==> src/hw/rtl/i2cbrf_pkg.sv <==
// Types and codes of the I2C bridge request framer.
package i2cbrf_pkg;

	// command codes
	localparam logic [1:0] CMD_READ  = 2'd0;
	localparam logic [1:0] CMD_WRITE = 2'd1;
	localparam logic [1:0] CMD_DATA  = 2'd2;
	localparam logic [1:0] CMD_NONE  = 2'd3;

	// result status codes
	localparam logic [1:0] STATUS_OK      = 2'd0;
	localparam logic [1:0] STATUS_BAD_LEN = 2'd1;
	localparam logic [1:0] STATUS_TOO_LONG = 2'd2;
	localparam logic [1:0] STATUS_SEQ     = 2'd3;

	// frame bytes
	localparam logic [7:0] BYTE_STX   = 8'h02;
	localparam logic [7:0] BYTE_ETX   = 8'h03;
	localparam logic [7:0] BYTE_FUNC  = 8'h03;
	localparam logic [7:0] BYTE_READ  = 8'h52;
	localparam logic [7:0] BYTE_WRITE = 8'h57;

	// configuration register indexes
	localparam int CFG_IDX_W = 1;
	localparam logic [CFG_IDX_W-1:0] REG_DEVICE_ADDRESS = 1'b0;
	localparam logic [CFG_IDX_W-1:0] REG_ADDR_WIDTH     = 1'b1;

	localparam logic [2:0] ADDR_WIDTH_MAX   = 3'd4;
	localparam logic [2:0] ADDR_WIDTH_RESET = 3'd1;

	typedef struct packed {
		logic [1:0]  command;
		logic [8:0]  length;
		logic [31:0] offset;
		logic [7:0]  data_byte;
	} in_item_t;

	typedef struct packed {
		logic [7:0] frame_byte;
		logic       last;
		logic [1:0] status;
	} out_item_t;

endpackage

==> src/hw/rtl/i2c_bridge_request_framer.sv <==
// I2C bridge request framer: start/data transactions in, frame bytes out.
// The first result passes stage 1 and the output register. Throughput: one
//   result per cycle unless out_stall holds it; a transaction has 1 to 14 results,
//   set by the byte sequencer in stage 1; the next one waits for its last to advance.
// Reset (arst_n low, asynchronous): idle, no write pending, device_address 0,
//   addr_width 1.
module i2c_bridge_request_framer #(
	parameter int FRAME_BYTES       = 256,
	parameter int RESP_HEADER_BYTES = 2
) (
	input  logic                           clk,
	input  logic                           arst_n,
	input  logic                           in_valid,
	output logic                           in_stall,
	input  i2cbrf_pkg::in_item_t           in_data,
	output logic                           out_valid,
	input  logic                           out_stall,
	output i2cbrf_pkg::out_item_t          out_data,
	input  logic                           cfg_we,
	input  logic [i2cbrf_pkg::CFG_IDX_W-1:0] cfg_index,
	input  logic [7:0]                     cfg_wdata
);
	import i2cbrf_pkg::*;

	localparam logic [16:0] FRAME_LIM = 17'(FRAME_BYTES);
	localparam logic [16:0] RESP_HDR  = 17'(RESP_HEADER_BYTES);

	// what stage 1 holds
	localparam logic [1:0] KIND_ERR   = 2'd0;
	localparam logic [1:0] KIND_DATA  = 2'd1;
	localparam logic [1:0] KIND_FRAME = 2'd2;

	// configuration
	logic [7:0] device_address_q;
	logic [2:0] addr_width_q;

	// sequence state, updated as each transaction is accepted
	logic       write_pending_q;
	logic [8:0] bytes_remaining_q;

	// stage 1: the accepted transaction, decoded
	logic        valid_s1;
	logic [1:0]  kind_s1;
	logic [1:0]  status_s1;
	logic [3:0]  cnt_s1;      // index of the final result
	logic        is_write_s1;
	logic [7:0]  dev_s1;
	logic [2:0]  aw_s1;
	logic [15:0] msg_len_s1;
	logic [8:0]  len_s1;
	logic [31:0] offset_s1;
	logic [7:0]  data_s1;
	logic [3:0]  idx_q;       // result being produced

	// output register
	logic      out_valid_q;
	out_item_t out_q;

	logic in_acc;
	logic adv;
	logic at_last;

	// decode of the incoming transaction
	logic [2:0]  aw;
	logic [15:0] msg_len;
	logic        rd_too_long;
	logic        msg_too_long;
	logic [8:0]  rem_dec;
	logic [1:0]  kind_d;
	logic [1:0]  status_d;
	logic [3:0]  cnt_d;
	logic        pend_d;
	logic [8:0]  rem_d;

	// byte selection for the current index
	logic [3:0] k;
	logic [3:0] m;
	logic [1:0] sel;
	logic [7:0] off_byte;
	logic [7:0] byte_d;

	assign adv      = !out_valid_q || !out_stall;
	assign at_last  = (idx_q == cnt_s1);
	assign in_stall = valid_s1 && !(adv && at_last);
	assign in_acc   = in_valid && !in_stall;

	assign out_valid = out_valid_q;
	assign out_data  = out_q;

	always_comb begin
		aw           = (addr_width_q > ADDR_WIDTH_MAX) ? ADDR_WIDTH_MAX : addr_width_q;
		msg_len      = 16'd7 + {13'b0, aw} + {7'b0, in_data.length};
		rd_too_long  = ({8'b0, in_data.length} + RESP_HDR) > FRAME_LIM;
		msg_too_long = {1'b0, msg_len} > FRAME_LIM;
		rem_dec      = bytes_remaining_q - 9'd1;
		kind_d       = KIND_ERR;
		status_d     = STATUS_OK;
		cnt_d        = 4'd0;
		pend_d       = write_pending_q;
		rem_d        = bytes_remaining_q;
		unique case (in_data.command)
			CMD_DATA: begin
				if (!write_pending_q) begin
					// data with no write open: flagged, state untouched
					status_d = STATUS_SEQ;
				end else begin
					kind_d = KIND_DATA;
					rem_d  = rem_dec;
					if (rem_dec == 9'd0) begin
						// last data byte: ETX follows
						pend_d = 1'b0;
						cnt_d  = 4'd1;
					end
				end
			end
			CMD_READ, CMD_WRITE: begin
				// any start abandons an open write frame
				pend_d = 1'b0;
				rem_d  = 9'd0;
				priority if (in_data.command == CMD_WRITE && in_data.length == 9'd0) begin
					status_d = STATUS_BAD_LEN;
				end else if (in_data.command == CMD_READ && rd_too_long) begin
					status_d = STATUS_BAD_LEN;
				end else if (msg_too_long) begin
					status_d = STATUS_TOO_LONG;
				end else begin
					kind_d = KIND_FRAME;
					if (in_data.command == CMD_WRITE) begin
						cnt_d  = 4'd8 + {1'b0, aw};
						pend_d = 1'b1;
						rem_d  = in_data.length;
					end else begin
						cnt_d = 4'd9 + {1'b0, aw};
					end
				end
			end
			default: begin
				// unused code: no results, nothing changes
			end
		endcase
	end

	// frame layout: STX, len hi, len lo, FUNC, dev, aw, offset bytes,
	// R/W, count hi, count lo, then ETX for reads
	always_comb begin
		k   = idx_q - 4'd6;
		m   = k - {1'b0, aw_s1};
		sel = aw_s1[1:0] - 2'd1 - k[1:0];
		unique case (sel)
			2'd0: off_byte = offset_s1[7:0];
			2'd1: off_byte = offset_s1[15:8];
			2'd2: off_byte = offset_s1[23:16];
			default: off_byte = offset_s1[31:24];
		endcase
		byte_d = 8'h00;
		unique case (kind_s1)
			KIND_DATA: begin
				byte_d = (idx_q == 4'd0) ? data_s1 : BYTE_ETX;
			end
			KIND_FRAME: begin
				priority if (idx_q == 4'd0) begin
					byte_d = BYTE_STX;
				end else if (idx_q == 4'd1) begin
					byte_d = msg_len_s1[15:8];
				end else if (idx_q == 4'd2) begin
					byte_d = msg_len_s1[7:0];
				end else if (idx_q == 4'd3) begin
					byte_d = BYTE_FUNC;
				end else if (idx_q == 4'd4) begin
					byte_d = dev_s1;
				end else if (idx_q == 4'd5) begin
					byte_d = {5'b0, aw_s1};
				end else if (k < {1'b0, aw_s1}) begin
					byte_d = off_byte;
				end else if (m == 4'd0) begin
					byte_d = is_write_s1 ? BYTE_WRITE : BYTE_READ;
				end else if (m == 4'd1) begin
					byte_d = {7'b0, len_s1[8]};
				end else if (m == 4'd2) begin
					byte_d = len_s1[7:0];
				end else begin
					byte_d = BYTE_ETX;
				end
			end
			default: byte_d = 8'h00;
		endcase
	end

	// configuration writes
	always_ff @(posedge clk or negedge arst_n) begin
		if (!arst_n) begin
			device_address_q <= 8'h00;
			addr_width_q     <= ADDR_WIDTH_RESET;
		end else if (cfg_we) begin
			unique case (cfg_index)
				REG_DEVICE_ADDRESS: device_address_q <= cfg_wdata;
				REG_ADDR_WIDTH:     addr_width_q     <= cfg_wdata[2:0];
				default: ;
			endcase
		end
	end

	// sequence state and stage 1 control
	always_ff @(posedge clk or negedge arst_n) begin
		if (!arst_n) begin
			write_pending_q   <= 1'b0;
			bytes_remaining_q <= 9'd0;
			valid_s1          <= 1'b0;
			idx_q             <= 4'd0;
		end else begin
			if (in_acc) begin
				write_pending_q   <= pend_d;
				bytes_remaining_q <= rem_d;
			end
			if (in_acc && in_data.command != CMD_NONE) begin
				valid_s1 <= 1'b1;
				idx_q    <= 4'd0;
			end else if (valid_s1 && adv) begin
				if (at_last) begin
					valid_s1 <= 1'b0;
				end else begin
					idx_q <= idx_q + 4'd1;
				end
			end
		end
	end

	// stage 1 payload
	always_ff @(posedge clk) begin
		if (in_acc) begin
			kind_s1     <= kind_d;
			status_s1   <= status_d;
			cnt_s1      <= cnt_d;
			is_write_s1 <= (in_data.command == CMD_WRITE);
			dev_s1      <= device_address_q;
			aw_s1       <= aw;
			msg_len_s1  <= msg_len;
			len_s1      <= in_data.length;
			offset_s1   <= in_data.offset;
			data_s1     <= in_data.data_byte;
		end
	end

	// output register
	always_ff @(posedge clk or negedge arst_n) begin
		if (!arst_n) begin
			out_valid_q <= 1'b0;
		end else if (adv) begin
			out_valid_q <= valid_s1;
		end
	end

	always_ff @(posedge clk) begin
		if (adv) begin
			out_q.frame_byte <= byte_d;
			out_q.last       <= at_last;
			out_q.status     <= status_s1;
		end
	end

endmodule

==> config.mk <==
export PLATFORM = sky130hd
export DESIGN_NAME = i2c_bridge_request_framer
export DESIGN_NICKNAME = d
export VERILOG_FILES = /design/src/hw/rtl/i2cbrf_pkg.sv /design/src/hw/rtl/i2c_bridge_request_framer.sv
export SDC_FILE = /design/constraint.sdc
export NUM_CORES = 1
export LEC_CHECK = 0
export ABC_AREA = 1
export BUFFER_PORTS_ARGS = -buffer_cell sky130_fd_sc_hd__buf_2
export CAP_MARGIN = 0
export CORE_MARGIN = 2
export CORE_UTILIZATION = 50
export CTS_BUF_LIST = sky130_fd_sc_hd__clkbuf_8
export CTS_CLUSTER_DIAMETER = 120
export DETAILED_ROUTE_END_ITERATION = 8
export MAX_ROUTING_LAYER = met4
export PLACE_DENSITY_LB_ADDON = 0.3
export SYNTH_ARGS = -nofsm -noshare
export SYNTH_HDL_FRONTEND = slang
export SYNTH_SLANG_ARGS = --single-unit
==> constraint.sdc <==
create_clock -name clk -period 4.5 [get_ports clk]
set_input_delay 1.125 -clock clk [delete_from_list [all_inputs] [get_ports clk]]
set_output_delay 1.125 -clock clk [all_outputs]
set_load 0.03 [all_outputs]
# == Yosys cells after proc, flatten, opt, wreduce, memory -nomap -nowiden ==
# Index checks and enable logic that the tools add are counted.
# word_totals
regBits,123
word_cells,132
# classes
add_sub_neg,11
n_lt_le_gt_ge,4
eq_ne,17
mux,51
bitwise_logic,1
reduce_logical,28
# op_table
operator,n
$mux W8,11
$mux W9,5
$mux W4,7
$pmux W8 S3,1
$gt A10 B9 Y1 const B,2
$logic_not A9 Y1,2
$pmux W9 S2,1
$pmux W8 S2,1
$mux W2,7
$eq A4 B2 Y1 const B,3
$mux W1,12
$add A4 B9 Y10,1
$add A9 B2 Y10 const B,1
$reduce_and A2 Y1,5
$sub A9 B1 Y9 const B,1
$add A4 B3 Y4 const A,2
$eq A4 B1 Y1 const B,2
$eq A4 B3 Y1 const B,2
$logic_not A4 Y1,2
$pmux W2 S2,2
$pmux W4 S2,1
$logic_and A1 B1 Y1,7
$eq A2 B1 Y1 const B,3
$eq A2 B2 Y1 const B,3
other kinds (20),28

# == Logic depth before layout (Yosys ltp) ==
# logic_depth
depth_word,14
ltp_mapped,21

# == Least setup slack after synthesis ==
# OpenSTA, ideal clock, no wires.
# synth_timing
kind,in2reg
from,input port out_stall
to,register write_pending_q
setup_time_ns,0.097
arrival_ns,3.751
required_ns,4.403
setup_slack_ns,0.652
cell_stages,7
path_buffers,0
cell_sequence,nand2_1 inv_1 o21ai_2 nand2_2 inv_1 nand2_1 o31ai_1
# synth_between
elab_chain_len,8
# synth_rtl
item,line,source
start: declaration,i2c_bridge_request_framer.sv:17,"input logic out_stall,"
$logic_not A1 Y1,i2c_bridge_request_framer.sv:82,assign adv = !out_valid_q || !out_stall;
$logic_or A1 B1 Y1,i2c_bridge_request_framer.sv:82,
$logic_and A1 B1 Y1,i2c_bridge_request_framer.sv:84,assign in_stall = valid_s1 && !(adv && at_last);
$logic_not A1 Y1,i2c_bridge_request_framer.sv:84,
$logic_and A1 B1 Y1,i2c_bridge_request_framer.sv:84,
$logic_not A1 Y1,i2c_bridge_request_framer.sv:85,assign in_acc = in_valid && !in_stall;
$logic_and A1 B1 Y1,i2c_bridge_request_framer.sv:85,
net in_acc,i2c_bridge_request_framer.sv:59,logic in_acc;
$reduce_and A2 Y1 (no line),-,
end signal: assignment,i2c_bridge_request_framer.sv:212,write_pending_q <= pend_d;
end: declaration,i2c_bridge_request_framer.sv:38,logic write_pending_q;
# The timed path passes the listed nets, and every way through them passes these cells.
# A chain may end at the register's enable or synchronous reset.

# == Worst setup path after layout ==
# layout_timing
from,register addr_width_q[2]
to,register cnt_s1[1] (data pin)
# layout_between
elab_chain_len,9
word_cells_on_any_way,12
# layout_rtl
item,line,source
start: declaration,i2c_bridge_request_framer.sv:35,logic [2:0] addr_width_q;
start signal: assignment,i2c_bridge_request_framer.sv:197,REG_ADDR_WIDTH: addr_width_q <= cfg_wdata[2:0];
$gt A3 B3 Y1,i2c_bridge_request_framer.sv:91,aw = (addr_width_q > ADDR_WIDTH_MAX) ? ADDR_WIDTH_MAX : addr_width_q;
$mux W3,i2c_bridge_request_framer.sv:91,
net aw[1],i2c_bridge_request_framer.sv:64,logic [2:0] aw;
$add A3 B3 Y4,i2c_bridge_request_framer.sv:92,"msg_len = 16'd7 + {13'b0, aw} + {7'b0, in_data.length};"
$add A4 B9 Y10,i2c_bridge_request_framer.sv:92,
net msg_len[2],i2c_bridge_request_framer.sv:65,logic [15:0] msg_len;
$gt A10 B9 Y1,i2c_bridge_request_framer.sv:94,"msg_too_long = {1'b0, msg_len} > FRAME_LIM;"
$mux W4,i2c_bridge_request_framer.sv:124,end else if (msg_too_long) begin
$mux W4,i2c_bridge_request_framer.sv:122,end else if (in_data.command == CMD_READ && rd_too_long) begin
$mux W4,i2c_bridge_request_framer.sv:120,priority if (in_data.command == CMD_WRITE && in_data.length == 9'd0) begin
$pmux W4 S2,i2c_bridge_request_framer.sv:101,unique case (in_data.command)
net cnt_d[1],i2c_bridge_request_framer.sv:71,logic [3:0] cnt_d;
end signal: assignment,i2c_bridge_request_framer.sv:233,cnt_s1 <= cnt_d;
end: declaration,i2c_bridge_request_framer.sv:45,logic [3:0] cnt_s1;
# The timed path passes the listed nets, and every way through them passes these cells.

==> impl_metrics.ini <==
[status]
status = completed

[timing]
clock.fmax_ghz = 0.281
fin_skew_ps = 11.9
setup_tns_ps = 0
maxSlewViolCount = 0
final-setup-viol-count = 0
rsz0062_at_grt = false
tightest_slew_ps = 818
post-route-period-util = 0.792
slew-limit-headroom = 0.453
whs_ps = 450
final.setup.worst_slack_ps = 936
final.min_clock_period_ps = 3560
hold_viol_final = 0

[cts]
clockBufferDepth = 2
clockRootBuffer = clkbuf_8
cts.sinks = 117
clk_pin_slew_ps = 70
cts_tree = done
post_cts_resized = 0
cts_max_level = 4
postCtsHoldBufs = 0
cts_inserted_buffers = 17
postCtsSetupBuffers = 0
clock_latency_ps = 440

[route]
drtIter0Drc = 251
drt_wl_total_um = 13000
via_per_inst = 5.29
ant_nets = 0
drtPass1Iterations = 5
routedWlPerCell_um = 15.5
num_vias = 4425
drc_errors = 0

[die]
chipHeight_um = 112
die_x_um = 112
core_area_um2 = 11400
placementRows = 39
die_area_um2 = 12500
start_util = 0.510
ioPinCount = 78

[yosys]
netlist_area_um2 = 5830
yosysWarnings = 0
yosysSeqAreaShare = 0.580
synth-seq-cells = 117
syn-num-nets = 676
syn_inst = 589
syn_avg_cell_area_um2 = 9.89
ys_types = 43

[layout]
nFillCells = 968
area_delta_synth_final_pct = 16.5
diodes = 0
fin_nets = 767
drive_gt1_frac = 0.206

[grt]
grt_max_degree = 34
grt_antenna_before_repair = 0
grt_pass1_vias = 4349
grt_first_pass_wirelength_um = 21100
grtUsageTotal = 0.225
grt_overflow = 0

[place]
hpwl_um = 9420
gp_congestion = 0.918
portBuffers = 77
detailedPlace.worstSlack_ps = 615

[power_and_ir_drop]
p_total_mw = 4.01
ir_drop_mv = 0.494
leakage_nw = 3.02
powerDensity_nw_per_um2 = 591

[setup_path]
cp.buffers_inverters = 5
cp.required_ps = 4800
max_stage_delay_ps = 480
crit_top_cell = inv_1
cp_top_family = simple AND/OR/NAND/NOR gates
crit_type = flop to flop
cp-start-kind = flop
slowest_stage = fa_1
path_cells = inv_1 > a21oi_1 > nor2_1 > inv_1 > ha_1 > inv_1 > ha_1 > inv_1 > fa_1 > inv_1 > nor3_1 > nand2_1 > nor3_2 > nand2_1 > o21ai_4 > nand2_4 > nor2_2 > nand2_2 > a21oi_2
arrival_ps = 3860
endpoint_kind = flop
cp_max_fo = 9

[job]
max_cap_viol_count = 0

[min_path]
hold_class = flop to flop
path summary, 6_finish.rpt:
kind	startpoint	to	slack, ps	cells past startpoint
setup / recovery	addr_width_q[2]	cnt_s1[1]	940	19
max in group asynchronous	arst_n	device_address_q[1]	3350	1
hold reg to reg	status_s1[0]	out_data[0]	450	0
min in group asynchronous	arst_n	idx_q[0]	710	1
setup reg to reg	addr_width_q[2]	cnt_s1[1]	940	19
hold / removal	status_s1[0]	out_data[0]	450	0
cells in the final DEF (no fill, tap or decap), types with 3 or more instances in the layout:
cell type and n:
xor2_1 16, a21oi_1 26, inv_1 80, clkinv_2 5, bufinv_16 3, edfxtp_1 90
clkbuf_8 20, a22oi_1 6, mux2_2 5, xnor2_1 4, nor2_1 44, nand2_1 153
buf_2 77, nand2_2 4, nand4_1 18, nor3_1 7, ha_1 20, or2_2 3
nor2_2 3, a21oi_2 4, inv_2 4, nand3_1 19, o21ai_0 20, buf_4 5
o21ai_1 5, dfrtp_1 26
registers in the layout, indices dropped and copies added, names as in the netlist:
| name | count |
|---|---|
| write_pending_q | 1 |
| aw_s1 | 3 |
| msg_len_s1 | 10 |
| dev_s1 | 8 |
| is_write_s1 | 1 |
| bytes_remaining_q | 9 |
| data_s1 | 8 |
| out_data | 11 |
| valid_s1 | 1 |
| device_address_q | 8 |
| addr_width_q | 3 |
| len_s1 | 9 |
| offset_s1 | 32 |
| cnt_s1 | 4 |
| kind_s1 | 2 |
| out_valid | 1 |
| idx_q | 4 |
| status_s1 | 2 |
synth_stat cells:
cell type | n | area share
a211oi_1 | 2 | 0.0026
a21boi_0 | 1 | 0.0013
a21oi_1 | 26 | 0.022
a21oi_2 | 4 | 0.0060
a21oi_4 | 1 | 0.0028
a22oi_1 | 6 | 0.0077
a2bb2oi_1 | 2 | 0.0030
a31oi_1 | 1 | 0.0011
buf_1 | 1 | 0.00064
buf_2 | 2 | 0.0017
buf_6 | 2 | 0.0039
clkbuf_1 | 5 | 0.0032
clkinv_1 | 1 | 0.00064
dfrtp_1 | 26 | 0.11
dfstp_2 | 1 | 0.0045
edfxtp_1 | 90 | 0.46
fa_1 | 2 | 0.0069
ha_1 | 20 | 0.043
inv_1 | 79 | 0.051
inv_2 | 3 | 0.0019
mux2_2 | 5 | 0.0097
nand2_1 | 153 | 0.099
nand2_2 | 4 | 0.0043
nand2_4 | 2 | 0.0039
nand3_1 | 19 | 0.016
nand4_1 | 18 | 0.019
nor2_1 | 44 | 0.028
nor2_2 | 3 | 0.0032
nor3_1 | 7 | 0.0060
nor3_2 | 1 | 0.0017
nor3b_1 | 1 | 0.0013
nor4_1 | 2 | 0.0021
o211ai_1 | 1 | 0.0013
o21a_1 | 1 | 0.0013
o21ai_0 | 20 | 0.017
o21ai_1 | 5 | 0.0043
o21ai_2 | 2 | 0.0030
o21ai_4 | 1 | 0.0028
o31ai_1 | 1 | 0.0013
o32ai_1 | 1 | 0.0015
or2_2 | 3 | 0.0032
xnor2_1 | 4 | 0.0060
xor2_1 | 16 | 0.024
cell families after synthesis:
family,Yosys count,synth area share
buffers and inverters,93,0.0629
and+or+nand+nor,257,0.188
AOI/OAI and AO/OA,75,0.0794
muxes,5,0.00966
adders and majority gates,22,0.0498
xor gates and xnor gates,20,0.0301
DFF,117,0.580
power by group:
part / total (mW) / switching (mW) / internal [mW] / leakage, nW
sequential: 1.57 / 0.122 / 1.45 / 1.16
combinational: 1.45 / 0.984 / 0.467 / 1.64
clock: 0.994 / 0.412 / 0.582 / 0.217
routing by layer:
| layer | GRT usage | wire length [µm] | vias to the layer above |
|---|---|---|---|
| li1 | - | - | 2155 |
| met1 | 0.273 | 5670 | 2084 |
| met2 | 0.364 | 6310 | 161 |
| met3 | 0.0593 | 735 | 25 |
| met4 | 0.0837 | 254 | 0 |
| met5 | - | 0 | - |
layout make-up:
type | count | area (µm²) | area share
Sequential cell | 117 | 3380 | 0.498
Multi-Input combinational cell | 379 | 2080 | 0.307
Timing Repair Buffer | 82 | 423 | 0.0623
Inverter | 83 | 312 | 0.0459
Clock buffer | 20 | 275 | 0.0406
Tap cell | 143 | 179 | 0.0264
Clock inverter | 12 | 138 | 0.0203
through the flow:
step                      std cells  cell area [µm²]   util
after global placement          804             6370  0.558
after floorplan                 589             5830      -
after CTS                       836             6790  0.594
after global routing            836             6790  0.594
final                           836             6790  0.594
after detailed placement        804             6370  0.558
worst register-to-register path, stage by stage, from the launching register on:
cell     delay, ps
dfrtp_1        460
inv_1          120
a21oi_1         50
nor2_1         340
inv_1           90
ha_1           280
inv_1           60
ha_1           160
inv_1           50
fa_1           480
inv_1           60
nor3_1         160
nand2_1         90
nor3_2         180
nand2_1        100
o21ai_4        310
nand2_4        100
nor2_2         160
nand2_2         90
a21oi_2        100
No activity file was read; power rests on OpenSTA's default activity.
